[config.mk]
export PLATFORM = sky130hd
export DESIGN_NAME = bankers_safety_allocator_flat
export DESIGN_NICKNAME = d
export VERILOG_FILES = /design/src/rtl/core/bsa_pkg.sv /design/src/rtl/core/bsa_if.sv /design/src/rtl/core/bsa_ctrl.sv /design/src/rtl/core/bsa_datapath.sv /design/src/rtl/core/bankers_safety_allocator.sv /design/src/flat_wrapper.sv
export SDC_FILE = /design/constraint.sdc
export NUM_CORES = 1
export LEC_CHECK = 0
export ABC_CLOCK_PERIOD_IN_PS = 9100
export CORE_AREA = 2 2 280 213
export DETAILED_ROUTE_END_ITERATION = 7
export DIE_AREA = 0 0 282 215
export DONT_BUFFER_PORTS = 1
export GPL_ROUTABILITY_DRIVEN = 1
export PLACE_DENSITY_LB_ADDON = 0.15
export SLEW_MARGIN = 20
export SYNTH_ARGS = -nofsm -noshare
export SYNTH_HDL_FRONTEND = slang
export SYNTH_HIERARCHICAL = 1
export SYNTH_SLANG_ARGS = --single-unit
[constraint.sdc]
create_clock -name clk -period 9.1 [get_ports clk]
set_input_delay 1.82 -clock clk [delete_from_list [all_inputs] [get_ports clk]]
set_output_delay 1.82 -clock clk [all_outputs]
set_load 0.01 [all_outputs]
[src/rtl/core/bsa_pkg.sv]
// Package for the banker's safety allocator: field widths, codes,
// controller states and the controller/datapath command and status structs.
`timescale 1ns / 1ps

package bsa_pkg;

    localparam int CMD_W      = 3;
    localparam int PROC_W     = 3;
    localparam int RES_W      = 2;
    localparam int AMT_W      = 8;
    localparam int STATUS_W   = 2;
    localparam int PCNT_W     = 4;
    localparam int RCNT_W     = 3;
    localparam int CFG_IDX_W  = 1;
    localparam int CFG_DATA_W = 4;

    localparam logic [CFG_IDX_W-1:0] CFG_PROCESS_COUNT  = 1'b0;
    localparam logic [CFG_IDX_W-1:0] CFG_RESOURCE_COUNT = 1'b1;

    localparam logic [PCNT_W-1:0] PCNT_RESET = 4'd5;
    localparam logic [RCNT_W-1:0] RCNT_RESET = 3'd3;

    typedef enum logic [CMD_W-1:0] {
        CMD_WR_ALLOC = 3'd0,
        CMD_WR_MAX   = 3'd1,
        CMD_WR_AVAIL = 3'd2,
        CMD_STAGE    = 3'd3,
        CMD_CHECK    = 3'd4,
        CMD_SUBMIT   = 3'd5
    } cmd_t;

    typedef enum logic [STATUS_W-1:0] {
        ST_SAFE      = 2'd0,
        ST_UNSAFE    = 2'd1,
        ST_OVER_NEED = 2'd2,
        ST_NOT_AVAIL = 2'd3
    } status_t;

    typedef enum logic [4:0] {
        S_IDLE,
        S_SUB_START,
        S_SUB_READ,
        S_SUB_CMP,
        S_SUB_APPLY,
        S_CHK_INIT,
        S_CHK_PROC,
        S_CHK_READ,
        S_CHK_CMP,
        S_CHK_FIN,
        S_CHK_NEXT,
        S_SWEEP_END,
        S_ROLLBACK,
        S_EMIT_SEQ,
        S_ERR_NEED,
        S_ERR_AVAIL,
        S_UNSAFE_OUT
    } state_t;

    typedef enum logic [3:0] {
        OP_NONE,
        OP_SUB_START,
        OP_SUB_READ,
        OP_SUB_CMP,
        OP_SUB_APPLY,
        OP_CHK_INIT,
        OP_CHK_PROC,
        OP_CHK_READ,
        OP_CHK_CMP,
        OP_CHK_FIN,
        OP_CHK_NEXT,
        OP_SWEEP_END,
        OP_ROLLBACK,
        OP_EMIT_SEQ,
        OP_EMIT_ONE
    } dp_op_t;

    typedef struct packed {
        dp_op_t  op;
        status_t code;
    } dp_cmd_t;

    typedef struct packed {
        logic proc_bad;
        logic r_last;
        logic p_last;
        logic p_done;
        logic need_fail;
        logic over_need;
        logic over_avail;
        logic all_done;
        logic progress;
        logic out_free;
        logic seq_last;
    } dp_stat_t;

endpackage

[src/rtl/core/bsa_if.sv]
// Request and result stream interfaces of the banker's safety allocator.
// Depends on bsa_pkg for the field widths.
`timescale 1ns / 1ps

interface bsa_req_if import bsa_pkg::*; ();
    logic              valid;
    logic              ready;
    logic [CMD_W-1:0]  command;
    logic [PROC_W-1:0] process;
    logic [RES_W-1:0]  resource;
    logic [AMT_W-1:0]  amount;

    modport source (output valid, command, process, resource, amount, input ready);
    modport sink   (input valid, command, process, resource, amount, output ready);
endinterface

interface bsa_rsp_if import bsa_pkg::*; ();
    logic                valid;
    logic                ready;
    logic [STATUS_W-1:0] status;
    logic [PROC_W-1:0]   process_res;
    logic                last;

    modport source (output valid, status, process_res, last, input ready);
    modport sink   (input valid, status, process_res, last, output ready);
endinterface

[src/rtl/core/bsa_ctrl.sv]
// Controller state machine of the banker's safety allocator.
// Depends on bsa_pkg; drives the datapath through dp_cmd_t, watches dp_stat_t.
`timescale 1ns / 1ps

module bsa_ctrl import bsa_pkg::*; (
    input  logic             clk,
    input  logic             rst_n,
    input  logic             in_valid,
    input  logic [CMD_W-1:0] in_command,
    output logic             in_ready,
    output dp_cmd_t          cmd,
    input  dp_stat_t         stat
);

    state_t state_reg;
    state_t state_next;
    logic   sub_mode_reg;
    logic   sub_mode_next;

    always_ff @(posedge clk or negedge rst_n)
    begin
        if (!rst_n)
        begin
            state_reg    <= S_IDLE;
            sub_mode_reg <= 1'b0;
        end
        else
        begin
            state_reg    <= state_next;
            sub_mode_reg <= sub_mode_next;
        end
    end

    // remember whether the running check belongs to a submit
    always_comb
    begin
        sub_mode_next = sub_mode_reg;
        if (state_reg == S_IDLE && in_valid)
        begin
            sub_mode_next = (cmd_t'(in_command) == CMD_SUBMIT);
        end
    end

    always_comb
    begin
        state_next = state_reg;
        case (state_reg)
            S_IDLE:
            begin
                if (in_valid)
                begin
                    case (cmd_t'(in_command))
                        CMD_CHECK:  state_next = S_CHK_INIT;
                        CMD_SUBMIT: state_next = S_SUB_START;
                        default:    state_next = S_IDLE;
                    endcase
                end
            end
            S_SUB_START:
            begin
                state_next = stat.proc_bad ? S_ERR_NEED : S_SUB_READ;
            end
            S_SUB_READ:
            begin
                state_next = S_SUB_CMP;
            end
            S_SUB_CMP:
            begin
                if (stat.over_need)
                    state_next = S_ERR_NEED;
                else if (stat.over_avail)
                    state_next = S_ERR_AVAIL;
                else if (stat.r_last)
                    state_next = S_SUB_APPLY;
                else
                    state_next = S_SUB_READ;
            end
            S_SUB_APPLY:
            begin
                if (stat.r_last)
                    state_next = S_CHK_INIT;
            end
            S_CHK_INIT:
            begin
                state_next = S_CHK_PROC;
            end
            S_CHK_PROC:
            begin
                state_next = stat.p_done ? S_CHK_NEXT : S_CHK_READ;
            end
            S_CHK_READ:
            begin
                state_next = S_CHK_CMP;
            end
            S_CHK_CMP:
            begin
                if (stat.need_fail)
                    state_next = S_CHK_NEXT;
                else if (stat.r_last)
                    state_next = S_CHK_FIN;
                else
                    state_next = S_CHK_READ;
            end
            S_CHK_FIN:
            begin
                state_next = S_CHK_NEXT;
            end
            S_CHK_NEXT:
            begin
                state_next = stat.p_last ? S_SWEEP_END : S_CHK_PROC;
            end
            S_SWEEP_END:
            begin
                if (stat.all_done)
                    state_next = S_EMIT_SEQ;
                else if (!stat.progress)
                    state_next = sub_mode_reg ? S_ROLLBACK : S_UNSAFE_OUT;
                else
                    state_next = S_CHK_PROC;
            end
            S_ROLLBACK:
            begin
                if (stat.r_last)
                    state_next = S_UNSAFE_OUT;
            end
            S_EMIT_SEQ:
            begin
                if (stat.out_free && stat.seq_last)
                    state_next = S_IDLE;
            end
            S_ERR_NEED, S_ERR_AVAIL, S_UNSAFE_OUT:
            begin
                if (stat.out_free)
                    state_next = S_IDLE;
            end
            default:
            begin
                state_next = S_IDLE;
            end
        endcase
    end

    always_comb
    begin
        in_ready = 1'b0;
        cmd.op   = OP_NONE;
        cmd.code = ST_SAFE;
        case (state_reg)
            S_IDLE:       in_ready = 1'b1;
            S_SUB_START:  cmd.op = OP_SUB_START;
            S_SUB_READ:   cmd.op = OP_SUB_READ;
            S_SUB_CMP:    cmd.op = OP_SUB_CMP;
            S_SUB_APPLY:  cmd.op = OP_SUB_APPLY;
            S_CHK_INIT:   cmd.op = OP_CHK_INIT;
            S_CHK_PROC:   cmd.op = OP_CHK_PROC;
            S_CHK_READ:   cmd.op = OP_CHK_READ;
            S_CHK_CMP:    cmd.op = OP_CHK_CMP;
            S_CHK_FIN:    cmd.op = OP_CHK_FIN;
            S_CHK_NEXT:   cmd.op = OP_CHK_NEXT;
            S_SWEEP_END:  cmd.op = OP_SWEEP_END;
            S_ROLLBACK:   cmd.op = OP_ROLLBACK;
            S_EMIT_SEQ:   cmd.op = OP_EMIT_SEQ;
            S_ERR_NEED:
            begin
                cmd.op   = OP_EMIT_ONE;
                cmd.code = ST_OVER_NEED;
            end
            S_ERR_AVAIL:
            begin
                cmd.op   = OP_EMIT_ONE;
                cmd.code = ST_NOT_AVAIL;
            end
            S_UNSAFE_OUT:
            begin
                cmd.op   = OP_EMIT_ONE;
                cmd.code = ST_UNSAFE;
            end
            default:
            begin
                cmd.op = OP_NONE;
            end
        endcase
    end

endmodule

[src/rtl/core/bsa_datapath.sv]
// Datapath of the banker's safety allocator: allocation and claim tables,
// vectors, work counters, safe-sequence buffer and result register. Uses bsa_pkg.
`timescale 1ns / 1ps

module bsa_datapath import bsa_pkg::*; #(
    parameter int MAX_PROCS   = 8,
    parameter int MAX_RES     = 4,
    parameter int AMOUNT_BITS = 8
) (
    input  logic                  clk,
    input  logic                  rst_n,
    input  logic                  accept,
    input  logic [CMD_W-1:0]      command,
    input  logic [PROC_W-1:0]     process,
    input  logic [RES_W-1:0]      resource,
    input  logic [AMT_W-1:0]      amount,
    input  logic                  cfg_we,
    input  logic [CFG_IDX_W-1:0]  cfg_index,
    input  logic [CFG_DATA_W-1:0] cfg_data,
    input  dp_cmd_t               cmd,
    output dp_stat_t              stat,
    input  logic                  rsp_ready,
    output logic                  rsp_valid,
    output logic [STATUS_W-1:0]   rsp_status,
    output logic [PROC_W-1:0]     rsp_process,
    output logic                  rsp_last
);

    localparam int P_W   = $clog2(MAX_PROCS);
    localparam int PN_W  = $clog2(MAX_PROCS + 1);
    localparam int R_W   = (MAX_RES > 1) ? $clog2(MAX_RES) : 1;
    localparam int RN_W  = $clog2(MAX_RES + 1);
    localparam int DEPTH = MAX_PROCS * MAX_RES;
    localparam int A_W   = $clog2(DEPTH);
    localparam int W_W   = AMOUNT_BITS + PN_W;

    logic [PCNT_W-1:0]      pcnt_reg;
    logic [RCNT_W-1:0]      rcnt_reg;
    logic [PROC_W-1:0]      proc_reg;

    logic [AMOUNT_BITS-1:0] avail_reg   [MAX_RES];
    logic [AMOUNT_BITS-1:0] staged_reg  [MAX_RES];
    logic [W_W-1:0]         work_reg    [MAX_RES];
    logic [AMOUNT_BITS-1:0] sub_row_reg [MAX_RES];
    logic [AMOUNT_BITS-1:0] chk_row_reg [MAX_RES];

    logic [MAX_PROCS-1:0]   fin_reg;
    logic [P_W-1:0]         order_reg [MAX_PROCS];
    logic [PN_W-1:0]        total_reg;
    logic [P_W-1:0]         p_reg;
    logic [R_W-1:0]         r_reg;
    logic [P_W-1:0]         idx_reg;
    logic                   progress_reg;

    logic [AMOUNT_BITS-1:0] alloc_mem [DEPTH];
    logic [AMOUNT_BITS-1:0] max_mem   [DEPTH];
    logic [DEPTH-1:0]       al_vld_reg;
    logic [DEPTH-1:0]       mx_vld_reg;
    logic [AMOUNT_BITS-1:0] al_rd_reg;
    logic [AMOUNT_BITS-1:0] mx_rd_reg;
    logic                   al_rdv_reg;
    logic                   mx_rdv_reg;

    logic                   out_valid_reg;
    logic [STATUS_W-1:0]    out_status_reg;
    logic [PROC_W-1:0]      out_proc_reg;
    logic                   out_last_reg;

    logic [PN_W-1:0]        n_act;
    logic [RN_W-1:0]        m_act;
    logic [AMOUNT_BITS-1:0] amt;
    logic                   pok;
    logic                   rok;
    logic [R_W-1:0]         res_idx;
    logic [P_W-1:0]         proc_row;
    logic [P_W-1:0]         row_sel;
    logic [A_W-1:0]         req_addr;
    logic [A_W-1:0]         proc_addr;
    logic [A_W-1:0]         rd_addr;
    logic                   al_we;
    logic [A_W-1:0]         al_waddr;
    logic [AMOUNT_BITS-1:0] al_wdata;
    logic                   mx_we;
    logic [AMOUNT_BITS-1:0] al_val;
    logic [AMOUNT_BITS-1:0] mx_val;
    logic [AMOUNT_BITS-1:0] need;
    logic                   out_free;
    logic                   push;
    logic                   seq_last;
    logic                   r_last;
    logic                   p_last;
    logic [R_W-1:0]         r_adv;

    // saturate the configured counts into their legal ranges
    always_comb
    begin
        if (pcnt_reg == '0)
            n_act = PN_W'(1);
        else if (32'(pcnt_reg) > MAX_PROCS)
            n_act = PN_W'(MAX_PROCS);
        else
            n_act = PN_W'(pcnt_reg);

        if (rcnt_reg == '0)
            m_act = RN_W'(1);
        else if (32'(rcnt_reg) > MAX_RES)
            m_act = RN_W'(MAX_RES);
        else
            m_act = RN_W'(rcnt_reg);
    end

    assign amt       = AMOUNT_BITS'(amount);
    assign pok       = 32'(process) < MAX_PROCS;
    assign rok       = 32'(resource) < MAX_RES;
    assign res_idx   = R_W'(32'(resource));
    assign proc_row  = P_W'(32'(proc_reg));
    assign row_sel   = (cmd.op == OP_SUB_READ) ? proc_row : p_reg;
    assign req_addr  = A_W'(32'(process) * MAX_RES + 32'(resource));
    assign proc_addr = A_W'(32'(proc_row) * MAX_RES + 32'(r_reg));
    assign rd_addr   = A_W'(32'(row_sel) * MAX_RES + 32'(r_reg));

    assign r_last   = 32'(r_reg) == 32'(m_act) - 32'd1;
    assign p_last   = 32'(p_reg) == 32'(n_act) - 32'd1;
    assign seq_last = 32'(idx_reg) == 32'(n_act) - 32'd1;
    assign r_adv    = r_last ? '0 : r_reg + R_W'(1);

    // entries never written read as zero
    assign al_val = al_rdv_reg ? al_rd_reg : '0;
    assign mx_val = mx_rdv_reg ? mx_rd_reg : '0;
    assign need   = (mx_val > al_val) ? mx_val - al_val : '0;

    assign out_free = !out_valid_reg || rsp_ready;
    assign push     = out_free && (cmd.op == OP_EMIT_SEQ || cmd.op == OP_EMIT_ONE);

    assign mx_we = accept && cmd_t'(command) == CMD_WR_MAX && pok && rok;

    always_comb
    begin
        al_we    = 1'b0;
        al_waddr = req_addr;
        al_wdata = amt;
        if (accept && cmd_t'(command) == CMD_WR_ALLOC && pok && rok)
        begin
            al_we = 1'b1;
        end
        else if (cmd.op == OP_SUB_APPLY)
        begin
            al_we    = 1'b1;
            al_waddr = proc_addr;
            al_wdata = sub_row_reg[r_reg] + staged_reg[r_reg];
        end
        else if (cmd.op == OP_ROLLBACK)
        begin
            al_we    = 1'b1;
            al_waddr = proc_addr;
            al_wdata = sub_row_reg[r_reg];
        end
    end

    always_comb
    begin
        stat.proc_bad   = 32'(proc_reg) >= 32'(n_act);
        stat.r_last     = r_last;
        stat.p_last     = p_last;
        stat.p_done     = fin_reg[p_reg];
        stat.need_fail  = W_W'(need) > work_reg[r_reg];
        stat.over_need  = staged_reg[r_reg] > need;
        stat.over_avail = staged_reg[r_reg] > avail_reg[r_reg];
        stat.all_done   = 32'(total_reg) == 32'(n_act);
        stat.progress   = progress_reg;
        stat.out_free   = out_free;
        stat.seq_last   = seq_last;
    end

    // table storage, one write and one registered read each
    always_ff @(posedge clk)
    begin
        if (al_we)
            alloc_mem[al_waddr] <= al_wdata;
        if (mx_we)
            max_mem[req_addr] <= amt;
        al_rd_reg <= alloc_mem[rd_addr];
        mx_rd_reg <= max_mem[rd_addr];
    end

    always_ff @(posedge clk or negedge rst_n)
    begin
        if (!rst_n)
        begin
            al_vld_reg <= '0;
            mx_vld_reg <= '0;
            al_rdv_reg <= 1'b0;
            mx_rdv_reg <= 1'b0;
        end
        else
        begin
            if (al_we)
                al_vld_reg[al_waddr] <= 1'b1;
            if (mx_we)
                mx_vld_reg[req_addr] <= 1'b1;
            al_rdv_reg <= al_vld_reg[rd_addr];
            mx_rdv_reg <= mx_vld_reg[rd_addr];
        end
    end

    always_ff @(posedge clk or negedge rst_n)
    begin
        if (!rst_n)
        begin
            pcnt_reg     <= PCNT_RESET;
            rcnt_reg     <= RCNT_RESET;
            proc_reg     <= '0;
            fin_reg      <= '0;
            total_reg    <= '0;
            p_reg        <= '0;
            r_reg        <= '0;
            idx_reg      <= '0;
            progress_reg <= 1'b0;
            for (int i = 0; i < MAX_RES; i++)
            begin
                avail_reg[i]   <= '0;
                staged_reg[i]  <= '0;
                work_reg[i]    <= '0;
                sub_row_reg[i] <= '0;
                chk_row_reg[i] <= '0;
            end
            for (int i = 0; i < MAX_PROCS; i++)
            begin
                order_reg[i] <= '0;
            end
        end
        else
        begin
            if (cfg_we)
            begin
                case (cfg_index)
                    CFG_PROCESS_COUNT:  pcnt_reg <= cfg_data;
                    CFG_RESOURCE_COUNT: rcnt_reg <= cfg_data[RCNT_W-1:0];
                    default:            pcnt_reg <= pcnt_reg;
                endcase
            end

            if (accept)
            begin
                proc_reg <= process;
                case (cmd_t'(command))
                    CMD_WR_AVAIL:
                    begin
                        if (rok)
                            avail_reg[res_idx] <= amt;
                    end
                    CMD_STAGE:
                    begin
                        if (rok)
                            staged_reg[res_idx] <= amt;
                    end
                    default:
                    begin
                    end
                endcase
            end

            case (cmd.op)
                OP_SUB_START:
                begin
                    r_reg <= '0;
                end
                OP_SUB_CMP:
                begin
                    sub_row_reg[r_reg] <= al_val;
                    r_reg              <= r_adv;
                end
                OP_SUB_APPLY:
                begin
                    // move the request out of available on the first step
                    if (r_reg == '0)
                    begin
                        for (int i = 0; i < MAX_RES; i++)
                        begin
                            if (i < int'(m_act))
                                avail_reg[i] <= avail_reg[i] - staged_reg[i];
                        end
                    end
                    r_reg <= r_adv;
                end
                OP_CHK_INIT:
                begin
                    for (int i = 0; i < MAX_RES; i++)
                    begin
                        work_reg[i] <= (i < int'(m_act)) ? W_W'(avail_reg[i]) : '0;
                    end
                    fin_reg      <= '0;
                    total_reg    <= '0;
                    p_reg        <= '0;
                    r_reg        <= '0;
                    idx_reg      <= '0;
                    progress_reg <= 1'b0;
                end
                OP_CHK_PROC:
                begin
                    r_reg <= '0;
                end
                OP_CHK_CMP:
                begin
                    chk_row_reg[r_reg] <= al_val;
                    r_reg              <= r_adv;
                end
                OP_CHK_FIN:
                begin
                    // release the finished process's allocation into work
                    for (int i = 0; i < MAX_RES; i++)
                    begin
                        if (i < int'(m_act))
                            work_reg[i] <= work_reg[i] + W_W'(chk_row_reg[i]);
                    end
                    fin_reg[p_reg]                 <= 1'b1;
                    order_reg[total_reg[P_W-1:0]] <= p_reg;
                    total_reg                      <= total_reg + PN_W'(1);
                    progress_reg                   <= 1'b1;
                end
                OP_CHK_NEXT:
                begin
                    if (!p_last)
                        p_reg <= p_reg + P_W'(1);
                end
                OP_SWEEP_END:
                begin
                    p_reg        <= '0;
                    r_reg        <= '0;
                    idx_reg      <= '0;
                    progress_reg <= 1'b0;
                end
                OP_ROLLBACK:
                begin
                    if (r_reg == '0)
                    begin
                        for (int i = 0; i < MAX_RES; i++)
                        begin
                            if (i < int'(m_act))
                                avail_reg[i] <= avail_reg[i] + staged_reg[i];
                        end
                    end
                    r_reg <= r_adv;
                end
                OP_EMIT_SEQ:
                begin
                    if (out_free)
                        idx_reg <= idx_reg + P_W'(1);
                end
                default:
                begin
                    r_reg <= r_reg;
                end
            endcase
        end
    end

    // result register: hold while stalled, load when free
    always_ff @(posedge clk or negedge rst_n)
    begin
        if (!rst_n)
            out_valid_reg <= 1'b0;
        else if (push)
            out_valid_reg <= 1'b1;
        else if (rsp_ready)
            out_valid_reg <= 1'b0;
    end

    always_ff @(posedge clk)
    begin
        if (push)
        begin
            if (cmd.op == OP_EMIT_SEQ)
            begin
                out_status_reg <= ST_SAFE;
                out_proc_reg   <= PROC_W'(32'(order_reg[idx_reg]));
                out_last_reg   <= seq_last;
            end
            else
            begin
                out_status_reg <= cmd.code;
                out_proc_reg   <= '0;
                out_last_reg   <= 1'b1;
            end
        end
    end

    assign rsp_valid   = out_valid_reg;
    assign rsp_status  = out_status_reg;
    assign rsp_process = out_proc_reg;
    assign rsp_last    = out_last_reg;

endmodule

[src/rtl/core/bankers_safety_allocator.sv]
// Top level of the banker's safety allocator: controller plus datapath.
// Depends on bsa_pkg, bsa_if, bsa_ctrl and bsa_datapath.
//
// Channel   Dir  Payload                              Transaction when
// request   in   command, process, resource, amount   valid && ready
// result    out  status, process_res, last            valid && ready
// cfg       in   cfg_index, cfg_data                  cfg_we
//
// Table, vector and staging writes complete in the cycle they are accepted.
// A safety check sweeps the processes, comparing need with work per resource;
// a process that passes releases its allocation into work. Sweeps repeat while
// progress is made, then one result per process gives the safe sequence. One
// registered read port on the allocation and claim tables sets the pace. A
// submit tests and grants the request first, and undoes the grant when unsafe.
// Reset clears every table at once through per-entry valid bits. A stalled
// result holds in the output register; the next request is taken as soon as
// the final result of a transaction is loaded there.
`timescale 1ns / 1ps

module bankers_safety_allocator import bsa_pkg::*; #(
    parameter int MAX_PROCS   = 8,
    parameter int MAX_RES     = 4,
    parameter int AMOUNT_BITS = 8
) (
    input  logic                  clk,
    input  logic                  rst_n,
    input  logic                  cfg_we,
    input  logic [CFG_IDX_W-1:0]  cfg_index,
    input  logic [CFG_DATA_W-1:0] cfg_data,
    bsa_req_if.sink               request,
    bsa_rsp_if.source             result
);

    dp_cmd_t  dp_cmd;
    dp_stat_t dp_stat;
    logic     in_ready;
    logic     accept;

    assign request.ready = in_ready;
    assign accept        = request.valid && in_ready;

    bsa_ctrl u_ctrl (
        .clk        (clk),
        .rst_n      (rst_n),
        .in_valid   (request.valid),
        .in_command (request.command),
        .in_ready   (in_ready),
        .cmd        (dp_cmd),
        .stat       (dp_stat)
    );

    bsa_datapath #(
        .MAX_PROCS   (MAX_PROCS),
        .MAX_RES     (MAX_RES),
        .AMOUNT_BITS (AMOUNT_BITS)
    ) u_datapath (
        .clk         (clk),
        .rst_n       (rst_n),
        .accept      (accept),
        .command     (request.command),
        .process     (request.process),
        .resource    (request.resource),
        .amount      (request.amount),
        .cfg_we      (cfg_we),
        .cfg_index   (cfg_index),
        .cfg_data    (cfg_data),
        .cmd         (dp_cmd),
        .stat        (dp_stat),
        .rsp_ready   (result.ready),
        .rsp_valid   (result.valid),
        .rsp_status  (result.status),
        .rsp_process (result.process_res),
        .rsp_last    (result.last)
    );

endmodule

[src/flat_wrapper.sv]
// flat-port wrapper written by rule: the top's interface ports become plain ports
module bankers_safety_allocator_flat import bsa_pkg::*;
#(
    parameter int MAX_PROCS   = 8,
    parameter int MAX_RES     = 4,
    parameter int AMOUNT_BITS = 8
)
  (clk, rst_n, cfg_we, cfg_index, cfg_data, request_valid, request_command, request_process, request_resource, request_amount, request_ready, result_valid, result_status, result_process_res, result_last, result_ready);
  bsa_req_if request_i ();
  bsa_rsp_if result_i ();
  input  logic clk;
  input  logic rst_n;
  input  logic cfg_we;
  input  logic [CFG_IDX_W-1:0] cfg_index;
  input  logic [CFG_DATA_W-1:0] cfg_data;
  input wire logic [$bits(request_i.valid)-1:0] request_valid;
  input wire logic [$bits(request_i.command)-1:0] request_command;
  input wire logic [$bits(request_i.process)-1:0] request_process;
  input wire logic [$bits(request_i.resource)-1:0] request_resource;
  input wire logic [$bits(request_i.amount)-1:0] request_amount;
  output wire logic [$bits(request_i.ready)-1:0] request_ready;
  output wire logic [$bits(result_i.valid)-1:0] result_valid;
  output wire logic [$bits(result_i.status)-1:0] result_status;
  output wire logic [$bits(result_i.process_res)-1:0] result_process_res;
  output wire logic [$bits(result_i.last)-1:0] result_last;
  input wire logic [$bits(result_i.ready)-1:0] result_ready;
  assign request_i.valid = request_valid;
  assign request_i.command = request_command;
  assign request_i.process = request_process;
  assign request_i.resource = request_resource;
  assign request_i.amount = request_amount;
  assign request_ready = request_i.ready;
  assign result_valid = result_i.valid;
  assign result_status = result_i.status;
  assign result_process_res = result_i.process_res;
  assign result_last = result_i.last;
  assign result_i.ready = result_ready;
  bankers_safety_allocator #(.MAX_PROCS(MAX_PROCS), .MAX_RES(MAX_RES), .AMOUNT_BITS(AMOUNT_BITS)) u_core (.clk(clk), .rst_n(rst_n), .cfg_we(cfg_we), .cfg_index(cfg_index), .cfg_data(cfg_data), .request(request_i), .result(result_i));
endmodule
# [Word level (Yosys, flattened, before mapping)]
# Memories as Yosys holds them, arrays and structs flattened. A register that Yosys moved wholly into a read port is not among the register bits.
# Cells that the tools add are included.
[word_totals] reg_bits=310 in_bits=26 memories=2 wordCells=307 mem_bits_rw=512 out_inout_bits=8 latch_bits=0 romBits=0
[classes] multipliers=0 reduce_logical=40 n_eq_ne=49 n_shift=0 n_mux=113 addsub=23 bitwise=8 magnitude_cmp=25 div=0
[memory_table] name="u_core.u_datapath.alloc_mem" depth=32 word_bits=8 read_ports=1 rd_ports_with_merged_regs=1 write_ports=1 line_no="bsa_datapath.sv:55" rtl="logic [AMOUNT_BITS-1:0] alloc_mem [DEPTH];"
[memory_table] name="u_core.u_datapath.max_mem" depth=32 word_bits=8 read_ports=1 rd_ports_with_merged_regs=1 write_ports=1 line_no="bsa_datapath.sv:56" rtl="logic [AMOUNT_BITS-1:0] max_mem [DEPTH];"
[ops] operator="8-bit 2-to-1 mux" count=26
[ops] operator="32-bit bitwise mux" count=4
[ops] operator="32-bit 2-to-1 mux" count=4
[ops] operator="48-bit case mux with 2 select lines" count=1
[ops] operator="5-bit case mux with 15 select lines" count=1
[ops] operator="12-bit 2-to-1 mux" count=6
[ops] operator="3-bit by 32-bit equality test with 1-bit output" count=2
[ops] operator="32-bit OR" count=2
[ops] operator="32-bit case mux with 2 select lines" count=1
[ops] operator="4-bit case mux with 14 select lines" count=1
[ops] operator="5-bit 2-to-1 mux" count=11
[ops] operator="12-bit by 8-bit adder with 12-bit output" count=4
[ops] operator="8-bit binary-select mux with 2-bit select" count=3
[ops] operator="8-bit adder" count=5
[ops] operator="5-bit by 4-bit equality test with 1-bit output (second input constant)" count=8
[ops] operator="8-bit subtractor" count=5
[ops] operator="4-bit 2-to-1 mux" count=9
[ops] operator="8-bit demux with 2-bit select" count=2
[ops] operator="2-bit by 32-bit equality test with 1-bit output" count=1
[ops] operator="4-bit equality test (second input constant)" count=7
[ops] operator="3-bit 2-to-1 mux" count=9
[ops] operator="12-bit binary-select mux with 2-bit select" count=1
[ops] operator="24-bit bitwise mux" count=1
[ops] operator="8-bit > comparator" count=3
[ops] operator="other kinds (64)" count=141

# [Depth between registers and ports, before layout]
# Gate-level depths: netlist of the first run.
[depth] ltp_word=12 depth_mapped=24 ltp_nobuf=23

# [Cells and area by module]
# Netlist of the first run, hierarchy kept.
[by_module_without_submodules] mod="bsa_datapath" area_per_inst_um2=38818.5 seq_area_each_um2=23337.4 instances=1 cells_each=2697
[by_module_without_submodules] mod="bsa_ctrl" area_per_inst_um2=716.9 seq_area_each_um2=150.1 instances=1 cells_each=97
[by_module_without_submodules] mod="bankers_safety_allocator" area_per_inst_um2=6.3 seq_area_each_um2=0.0 instances=1 cells_each=1

# [Worst setup path before layout of the first run]
# No wires, ideal clock.
[synth_path] path_type="reg-to-reg" startpoint="register u_core.u_datapath.r_reg[0]" endpoint="memory u_core.u_datapath.alloc_mem[0][6], data pin" t_required_ns=8.646 synth_period_minus_slack_ns=5.006 t_arrival_ns=4.552 stages_incl_launch_ff=15 slack_ns=4.094 setup_time_ns=0.454 cell_sequence="dfrtp_1 buf_2 buf_2 buf_2 buf_2 buf_2 mux4_2 ha_1 inv_1 o21bai_1 a21o_1 a21oi_1 xnor2_1 a22oi_1 o21ai_0"
[synth_between] elab_chain_len=7
[synth_rtl] element="start: declaration" line_no="bsa_datapath.sv:51" rtl="logic [R_W-1:0] r_reg;"
[synth_rtl] element="start signal: assignment" line_no="bsa_datapath.sv:271" rtl="r_reg <= r_adv;"
[synth_rtl] element="start signal: assignment" line_no="bsa_datapath.sv:284" rtl="r_reg <= r_adv;"
[synth_rtl] element="start signal: assignment" line_no="bsa_datapath.sv:306" rtl="r_reg <= r_adv;"
[synth_rtl] element="2-bit inverter with 3-bit output (implied by the code) *" line_no="bsa_datapath.sv:150, bsa_datapath.sv:156"
[synth_rtl] element="8-bit binary-select mux with 2-bit select, on equally long branches" line_no="bsa_datapath.sv:150, bsa_datapath.sv:156"
[synth_rtl] element="8-bit 2-to-1 mux, on equally long branches (2 in a row)" line_no="bsa_datapath.sv:150, bsa_datapath.sv:156"
[synth_rtl] element="8-bit adder / 8-bit 2-to-1 mux (equally long branches)" line_no="bsa_datapath.sv:150, bsa_datapath.sv:152"
[synth_rtl] element="8-bit 2-to-1 mux *" line_no="bsa_datapath.sv:146" rtl="else if (cmd.op == OP_SUB_APPLY)"
[synth_rtl] element="8-bit 2-to-1 mux *" line_no="bsa_datapath.sv:142" rtl="if (accept && cmd_t'(command) == CMD_WR_ALLOC && pok && rok)"
[synth_rtl] element="via u_core.u_datapath.al_wdata[6]" line_no="bsa_datapath.sv:82" rtl="logic [AMOUNT_BITS-1:0] al_wdata;"
[synth_rtl] element="end: declaration" line_no="bsa_datapath.sv:55"
# Mark *: on every way through the listed nets, which the timed path passes. The rest lies on a longest branch. The select of a mux whose other input is x is not followed.

# [Worst setup path in the final report of the first run]
[layout_path] startpoint="register u_core.u_ctrl.state_reg[0]" endpoint="memory u_core.u_datapath.alloc_mem[14][7], enable pin"
[layout_lines] element="start: declaration" line_no="bsa_ctrl.sv:15" rtl="state_t state_reg;"
[layout_lines] element="start signal: assignment" line_no="bsa_ctrl.sv:29" rtl="state_reg <= state_next;"
[layout_lines] element="5-bit logical NOT *" line_no="bsa_ctrl.sv:148" rtl="case (state_reg)"
[layout_lines] element="1-bit 2-to-1 mux *" line_no="bsa_ctrl.sv:148"
[layout_lines] element="via request_ready" line_no="flat_wrapper.sv:21" rtl="output wire logic [$bits(request_i.ready)-1:0] request_ready;"
[layout_lines] element="1-bit logical AND *" line_no="bankers_safety_allocator.sv:40" rtl="assign accept = request.valid && in_ready;"
[layout_lines] element="via u_core.accept" line_no="bankers_safety_allocator.sv:37" rtl="logic accept;"
[layout_lines] element="1-bit logical AND *" line_no="bsa_datapath.sv:142"
[layout_lines] element="1-bit 2-to-1 mux" line_no="bsa_datapath.sv:142"
[layout_lines] element="1-bit 2-to-1 mux" line_no="bsa_datapath.sv:178" rtl="if (al_we)"
[layout_lines] element="1-bit 2-to-1 mux (implied by the code)" line_no="bsa_datapath.sv:179" rtl="alloc_mem[al_waddr] <= al_wdata;"
# Mark *: on every way through the listed nets, which the timed path passes. The rest lies on a longest branch.

==> results.txt, run 1 <==
----------------------------------------------------
[Power and ir drop]
  Largest voltage drop on the vdd net ... 0.3775 mV
  Lkg Pwr ... between 15 and 20 nW
  Power density over cell area ... about 320 nW/um^2

[Timing]
  Share of the cycle needed by the critical path after routing ... approximately three fifths
  Unrepaired setup endpoints after global routing ... no
  Max Slew Vio Count ... 0
  Final number of setup-violating endpoints ... 0
  Worst-Margin Slew ... between 1 and 1.5 ns
  Final setup TNS ... 0 ns
  Final hold violation count ... 0
  Worst hold slack ... roughly 0.47 ns
  Max_slew headroom ... between 10% and 20%
  Final period demand of the worst path ... approximately 5.3 ns
  Highest clock frequency the design can meet ... 188.2 MHz
  Post-Route Skew ... about 0.023 ns

[Worst setup path]
  Cell family contributing the most delay on the critical path ... simple AND/OR/NAND/NOR gates
  Bufs and invs on worst path ... 1
  Delay of the slowest critical-path stage ... 0.81 ns
  Startpoint-to-endpoint class of the critical path ... reg -> reg
  Critical Path End Type ... flip-flop
  Type of element launching the critical path ... flip-flop
  Cell occurring most often along the worst timing path ... sky130_fd_sc_hd__nand2_1
  Crit path arrival time ... 5.58 ns
  CP Max Fanout ... 14
  Worst path slowest cell ... sky130_fd_sc_hd__mux2i_1
  Data required time at the worst endpoint ... 9.37 ns
  Cell-by-cell listing of the critical path ... nor2_1 > nand2_1 > inv_1 > and2_1 > nor2b_1 > or3b_2 > nand2_1 > mux2i_1 > nand2_1 > nor2_1

[Floorplan]
  Core area ... 58090 sq um
  Chip Width ... between 200 and 300 microns
  Initial Util ... approximately 68%
  Die Y ... approximately 220 microns
  Ports placed on the boundary ... 34
  Floorplan die area ... 60630 sq um
  Total number of placement rows ... between 70 and 80

[Drt]
  Highest metal used ... met4
  Met2 Routed Length ... about 47 mm
  Number of design rule violations left after detail routing ... 0
  Starting DRT DRC Count ... between 3000 and 4000
  Metal-1 WL ... 43.57 mm
  Detailed-route via count ... around 25000
  Count of TritonRoute iterations in the first routing pass ... 8
  Routed wire per std cell ... a little under 30 microns
  Amount of wire on met3 after detailed routing ... around 12 mm
  Total detailed-routing wirelength ... 104.8 mm
  Final antenna-violating net count ... 0
  Avg Vias per Cell ... roughly 7

[Final layout]
  Nets@finish ... 2941
  Fraction of final layout cells with drive strength greater than 1 ... roughly 20%
  Most frequent cells in the layout ... sky130_fd_sc_hd__edfxtp_1, sky130_fd_sc_hd__dfrtp_1, sky130_fd_sc_hd__mux4_2
  Area Overhead vs Synth ... 8.968%
  Fill count ... between 3000 and 4000
  Leading cell type in the layout, fill and taps excluded ... sky130_fd_sc_hd__edfxtp_1

[GRT]
  Number of global-route vias before repair ... 24680
  All-Layer GR Usage ... roughly 36%
  Total overflow reported by the global router ... 0
  Number of antenna violations at the first check in global routing ... 3
  Wire length of the first global-routing pass ... 160.3 mm
  Largest net degree at the start of global routing ... between 300 and 400

[Yosys]
  Netlist area before placement ... 39540 sq um
  Average footprint of a synthesized cell ... between 10 and 15 sq um
  Syn_nets ... between 2000 and 3000
  Instance count of the mapped netlist ... around 2800
  Most common flop cell mapped by yosys ... sky130_fd_sc_hd__edfxtp_1
  Post-synthesis sequential element count ... ~840
  Netlist cell types ... 83
  Share of flip-flops with an asynchronous set or reset ... 36.28%
  Yosys warnings ... 6
  Number of enable-type register cells in the synthesized netlist ... between 500 and 600
  Share of the yosys chip area belonging to registers ... a little under 60%

[CTS]
  Clock latency on the worst-skew pair ... roughly 0.65 ns
  Number of H-tree levels ... 3
  Number of buffers on the longest clock path ... 3
  TritonCTS clock tree ... yes
  Total of cells resized after clock tree synthesis ... 0
  Post-CTS setup-driven buffer insertion count ... 0
  Clock Tree Root ... sky130_fd_sc_hd__clkbuf_16
  Clock-pin transition on the worst setup and hold timing paths ... 0.06 ns
  Cts hold-fix bufs ... 0
  Number of clock buffers inserted by TritonCTS ... just under 80
  Sinks on Clock Net ... 838

[Placement]
  Total of buffers placed on input and output ports ... 0
  GPL Wtd Cong ... 0.9199
  Detailed Place HPWL ... between 60 and 70 mm

[Hold path]
  Worst Hold Class ... reg -> reg

[Run status]
  Outcome ... finished, final reports clean

[Run]
  Maxcap violations ... 0

----------------------------------------------------
[cells by family (layout without fill, tap and decap cells)]
group / count (synthesis) / in the layout / share of synthesized area [%]
simple gates: 621 / 621 / 7.379
other cells: 0 / 1 / 0
xor+xnor: 67 / 67 / 1.484
buf+inv: 262 / 303 / 2.655
compound gates: 527 / 527 / 8.515
flops: 838 / 838 / 59.40
fa+ha+maj: 148 / 148 / 4.936
mux: 332 / 332 / 15.63
[metal layers]
layer  global-route usage (%)  up-vias
met2                    51.72     1583
met1                    56.15    13064
met3                    8.295      190
met4                    7.979        0
met5                        0        -
li1                         -    10523
[Yosys cell counts (all sizes together) (16+ instances only)]
master  count  share of area [%]
nor2      186                1.8
o21ai     166                2.1
or2        74                1.2
edfxtp    518                 39
xor2       16               0.35
mux2       71                2.0
dfxtp      16               0.81
a22oi      19               0.36
nand2     204                1.9
nor3       28               0.40
o32ai      16               0.35
a21o       28               0.53
nand2b     25               0.41
buf        42               0.57
dfrtp     300                 19
a31oi      16               0.25
xnor2      51                1.1
clkbuf     92               0.87
o21bai     26               0.52
nand3      27               0.34
o22ai      19               0.30
a21oi     122                1.5
mux2i      40                1.0
mux4      221                 13
nor2b      20               0.32
ha        132                4.2
inv       128                1.2
[worst paths after layout]
kind,from,endpoint,slack (ns),cells after the start
setup / recovery,u_core/u_ctrl/state_reg[0],u_core/u_datapath/alloc_mem[14][7],3.79,10
hold / removal,u_core/u_datapath/mx_vld_reg[30],u_core/u_datapath/mx_vld_reg[30],0.47,1
setup reg to reg,u_core/u_ctrl/state_reg[0],u_core/u_datapath/alloc_mem[14][7],3.79,10
hold reg to reg,u_core/u_datapath/mx_vld_reg[30],u_core/u_datapath/mx_vld_reg[30],0.47,1
max in group asynchronous,rst_n,u_core/u_datapath/avail_reg[17],7.22,0
min in group asynchronous,rst_n,u_core/u_datapath/mx_vld_reg[29],0.88,0
[report_power, final]
| part | switching [mW] | internal [mW] | leakage, nW |
|---|---|---|---|
| combinational | 2.86 | 2.24 | 6.39 |
| clock | 1.49 | 2.02 | 1.35 |
| sequential | 0.597 | 4.54 | 8.72 |
| total | 4.95 | 8.80 | 16.5 |
[cell type report]
type | instances | area, sq um | area share [%]
Sequential cell | 838 | 23500 | 54.53
Multi-Input combinational cell | 1695 | 15120 | 35.09
Clock buffer | 99 | 2196 | 5.096
Tap cell | 790 | 988.4 | 2.294
Clock inverter | 49 | 580.6 | 1.347
Inverter | 128 | 480.5 | 1.115
Timing Repair Buffer | 27 | 225.2 | 0.5227
Antenna cell | 1 | 2.502 | 0.005808
[stage by stage]
stage / worst slack (ns) / area, sq um / std cells / util, % / total power [mW]
floorplan: 4.094 / 39540 / 2795 / - / 8.588
detailed placement: 3.499 / 40290 / 3476 / 69.35 / 10.10
finish: 3.786 / 43090 / 3627 / 74.17 / 13.75
global route: 3.384 / 43090 / 3626 / 74.16 / 14.32
global placement: 3.580 / 40280 / 3475 / 69.34 / 9.904
CTS: 3.859 / 43070 / 3624 / 74.13 / 13.65
(Power assumes the default switching activity.)
==> inputs of run 2 (changes only) <==
--- a/config.mk
+++ b/config.mk
@@ -5,10 +5,11 @@
 export SDC_FILE = /design/constraint.sdc
 export NUM_CORES = 1
 export LEC_CHECK = 0
-export ABC_CLOCK_PERIOD_IN_PS = 9100
-export CORE_AREA = 2 2 280 213
+export ABC_AREA = 1
+export ABC_CLOCK_PERIOD_IN_PS = 5000
+export CORE_AREA = 2 2 295 224
 export DETAILED_ROUTE_END_ITERATION = 7
-export DIE_AREA = 0 0 282 215
+export DIE_AREA = 0 0 297 226
 export DONT_BUFFER_PORTS = 1
 export GPL_ROUTABILITY_DRIVEN = 1
 export PLACE_DENSITY_LB_ADDON = 0.15
==> constraint.sdc (replaced) <==
create_clock -name clk -period 5 [get_ports clk]
set_input_delay 1 -clock clk [delete_from_list [all_inputs] [get_ports clk]]
set_output_delay 1 -clock clk [all_outputs]
set_load 0.01 [all_outputs]
==> results.txt, run 2 <==
----------------------------------------------------
[Floorplan]
  Ports placed on the boundary ... 34
  Total number of placement rows ... 81
  Die Y ... 226 microns
  Chip Width ... a little under 300 microns
  Core area ... 64460 sq um
  Initial Util ... a little over three fifths
  Floorplan die area ... ~67000 sq um

[Yosys]
  List of most frequent post-synthesis cells ... sky130_fd_sc_hd__o21ai_0, sky130_fd_sc_hd__nand2_1, sky130_fd_sc_hd__nor2_1, sky130_fd_sc_hd__edfxtp_1, sky130_fd_sc_hd__inv_1
  Most common flop cell mapped by yosys ... sky130_fd_sc_hd__edfxtp_1
  Yosys warnings ... 6
  Netlist area before placement ... approximately 41000 sq um
  Share of the yosys chip area belonging to registers ... 57.75%
  Average footprint of a synthesized cell ... between 9 and 10 sq um
  Most repeated cell in the gate-level netlist after synthesis ... sky130_fd_sc_hd__o21ai_0
  Area share of the largest cell type after synthesis ... around two fifths
  Leading post-synthesis cells by cell area ... sky130_fd_sc_hd__edfxtp_1, sky130_fd_sc_hd__dfrtp_1, sky130_fd_sc_hd__o21ai_0
  Library cell with the largest summed area after synthesis ... sky130_fd_sc_hd__edfxtp_1
  Combinational family with the most area after synthesis ... compound AO/OA/AOI/OAI gates
  Synth Area in Compound Gates ... between 15 and 20%
  Netlist cell types ... 55
  Share of flip-flops with an asynchronous set or reset ... approximately 36%
  Post-synthesis sequential element count ... 838
  Xor-xnor portion of the synthesized cell area ... less than 1%
  Instance count of the mapped netlist ... approximately 4300
  Post-synthesis share of cell area spent on full adders, half adders and majority gates ... 4.750%
  Simple-Gate Fraction of Synth Area ... roughly 15%
  Syn_nets ... roughly 4400
  Fraction of synthesized area in multiplexers ... 0%
  Number of enable-type register cells in the synthesized netlist ... 518

[CTS]
  Number of H-tree levels ... 3
  Clock-pin transition on the worst setup and hold timing paths ... 0.06 ns
  Cts hold-fix bufs ... 0
  Total of cells resized after clock tree synthesis ... 0
  Number of clock buffers inserted by TritonCTS ... 80
  Sinks on Clock Net ... 838
  TritonCTS clock tree ... yes
  Number of buffers on the longest clock path ... 3
  Clock Tree Root ... sky130_fd_sc_hd__clkbuf_16
  Clock latency on the worst-skew pair ... around 0.64 ns
  Post-CTS setup-driven buffer insertion count ... 0

[GRT]
  Met2 global-route usage ... a little under half
  Number of global-route vias before repair ... approximately 30000
  Met1 usage ... between 50 and 60%
  Largest net degree at the start of global routing ... 305
  Number of antenna violations at the first check in global routing ... 4
  Gr busiest metal ... met1
  Total overflow reported by the global router ... 0
  All-Layer GR Usage ... 34.24%
  Wire length of the first global-routing pass ... approximately 180 mm
  Met3 track utilization from global routing ... between 8 and 9%

[Final layout]
  Design area ... between 40000 and 50000 sq um
  Area Overhead vs Synth ... 8.433%
  Leading cell type in the layout, fill and taps excluded ... sky130_fd_sc_hd__o21ai_0
  Most frequent cells in the layout ... sky130_fd_sc_hd__o21ai_0, sky130_fd_sc_hd__nand2_1, sky130_fd_sc_hd__nor2_1
  Fraction of final layout cells with drive strength greater than 1 ... 6.351%
  Nets@finish ... approximately 4400

[Worst setup path]
  Critical Path End Type ... flip-flop
  Worst path slowest cell ... sky130_fd_sc_hd__nand3_1
  Crit path arrival time ... 4.61 ns
  CP Max Fanout ... 16
  Data required time at the worst endpoint ... 5.26 ns
  Cell occurring most often along the worst timing path ... sky130_fd_sc_hd__inv_1
  Startpoint-to-endpoint class of the critical path ... reg -> reg
  Type of element launching the critical path ... flip-flop
  Cell-by-cell listing of the critical path ... nor2_4 > nand2_4 > nor2_4 > nand2_1 > inv_1 > inv_1 > nor4_4 > inv_2 > nand2_4 > o21ai_2 > inv_1 > nand3_1 > buf_4 > nor2_1
  Delay of the slowest critical-path stage ... ~0.60 ns

[Run status]
  Outcome ... finished, final reports clean

[Placement]
  Detailed Place HPWL ... 75.23 mm
  Placed Instance Area ... 41360 sq um
  Total of buffers placed on input and output ports ... 0
  GPL Wtd Cong ... 0.9611

[Drt]
  Total detailed-routing wirelength ... around 110 mm
  Detailed-route via count ... around 32000
  Count of TritonRoute iterations in the first routing pass ... 6
  Starting DRT DRC Count ... approximately 4300
  Routed wire per std cell ... about 22 microns
  Avg Vias per Cell ... ~6.3
  Number of design rule violations left after detail routing ... 0
  Final antenna-violating net count ... 0

[Timing]
  Share of the cycle needed by the critical path after routing ... between 80% and 90%
  Final number of setup-violating endpoints ... 0
  Unrepaired setup endpoints after global routing ... no
  Highest clock frequency the design can meet ... 229.5 MHz
  Max_slew headroom ... about a fifth
  Post-Route Skew ... between 0.015 and 0.02 ns
  Final hold violation count ... 0
  Final setup TNS ... 0 ns
  Worst-Margin Slew ... roughly 1.2 ns
  Max Slew Vio Count ... 0
  Final period demand of the worst path ... 4.357 ns

[Power and ir drop]
  Switching part of the total power ... between 40% and 50%
  Sequential fraction of design power ... 34.7%
  Proportion of power drawn by the clock network ... about a quarter
  Comb power frac ... between 40% and 50%
  Sw Pwr ... about 11 mW
  Power consumption ... roughly 27 mW
  Largest voltage drop on the vdd net ... roughly 0.58 mV
  Power density over cell area ... 612.7 nW/um^2
  Lkg Pwr ... around 18 nW
  Int Pwr ... around 16 mW

[Hold path]
  Worst Hold Class ... in -> async

[Run]
  Maxcap violations ... 0

----------------------------------------------------
## run 2: cells by family (layout without fill, tap and decap cells)
logic type | Yosys count | in the layout
xor+xnor | 42 | 42
simple gates | 1456 | 1456
compound gates | 1217 | 1217
buf+inv | 559 | 552
other cells | 0 | 2
fa+ha+maj | 146 | 146
flops | 838 | 838
## run 2: through the flow
stage	instances	setup WS [ns]	util, %	hold WS [ns]
6_report	5124	0.6432	68.41	0.07062
5_1_grt	5122	0.4340	68.41	0.05514
4_1_cts	5122	0.5395	68.40	0.04763
3_5_place_dp	4976	0.4983	64.17	0.4451
3_3_place_gp	4976	0.5807	64.17	0.4380
2_1_floorplan	4258	0.9828	-	0.4274
## run 2: path summary, 6_finish.rpt
check	from	end	slack, ns	cells after the start
setup / recovery	u_core/u_ctrl/state_reg[0]	u_core/u_datapath/alloc_mem[10][2]	0.64	14
hold / removal	rst_n	u_core/u_datapath/avail_reg[4]	0.07	0
setup reg to reg	u_core/u_ctrl/state_reg[0]	u_core/u_datapath/alloc_mem[10][2]	0.64	14
hold reg to reg	u_core/u_datapath/al_vld_reg[20]	u_core/u_datapath/al_vld_reg[20]	0.46	1
max in group asynchronous	rst_n	u_core/u_datapath/mx_vld_reg[3]	4.15	0
min in group clk	u_core/u_datapath/al_vld_reg[20]	u_core/u_datapath/al_vld_reg[20]	0.46	1
## run 2: final cells by class
type | count | area [sq um]
Timing Repair Buffer | 52 | 390.4
Clock inverter | 31 | 377.9
Sequential cell | 838 | 23500
Tap cell | 871 | 1090
Fill cell | 4951 | 20360
Multi-Input combinational cell | 2861 | 15050
Antenna cell | 2 | 5.005
Clock buffer | 115 | 2349
Inverter | 354 | 1341
## run 2: critical path, delay by kind of cell, from the launching register on
family,cells,cell delay [ns]
AO/OA/AOI/OAI,1,0.11
flip-flops,1,0.49
AND/OR/NAND/NOR,8,2.35
buffers and inverters,5,1.01
## run 2: per-layer routing
metal  up-vias  routed length [microns]
met5         -                       31
met4         4                     3017
met3       227                    14870
met2      1847                    47460
met1     15355                    49500
li1      14607                        -
## run 2: power by group through the flow
stage / sequential, mW / clock, mW / combinational (mW)
2_1_floorplan: 8.99 / 0 / 7.88
5_1_grt: 9.44 / 6.62 / 12.5
3_3_place_gp: 9.43 / 0 / 10.7
3_5_place_dp: 9.45 / 0 / 10.9
6_report: 9.38 / 6.31 / 11.3
4_1_cts: 9.32 / 6.35 / 11.0
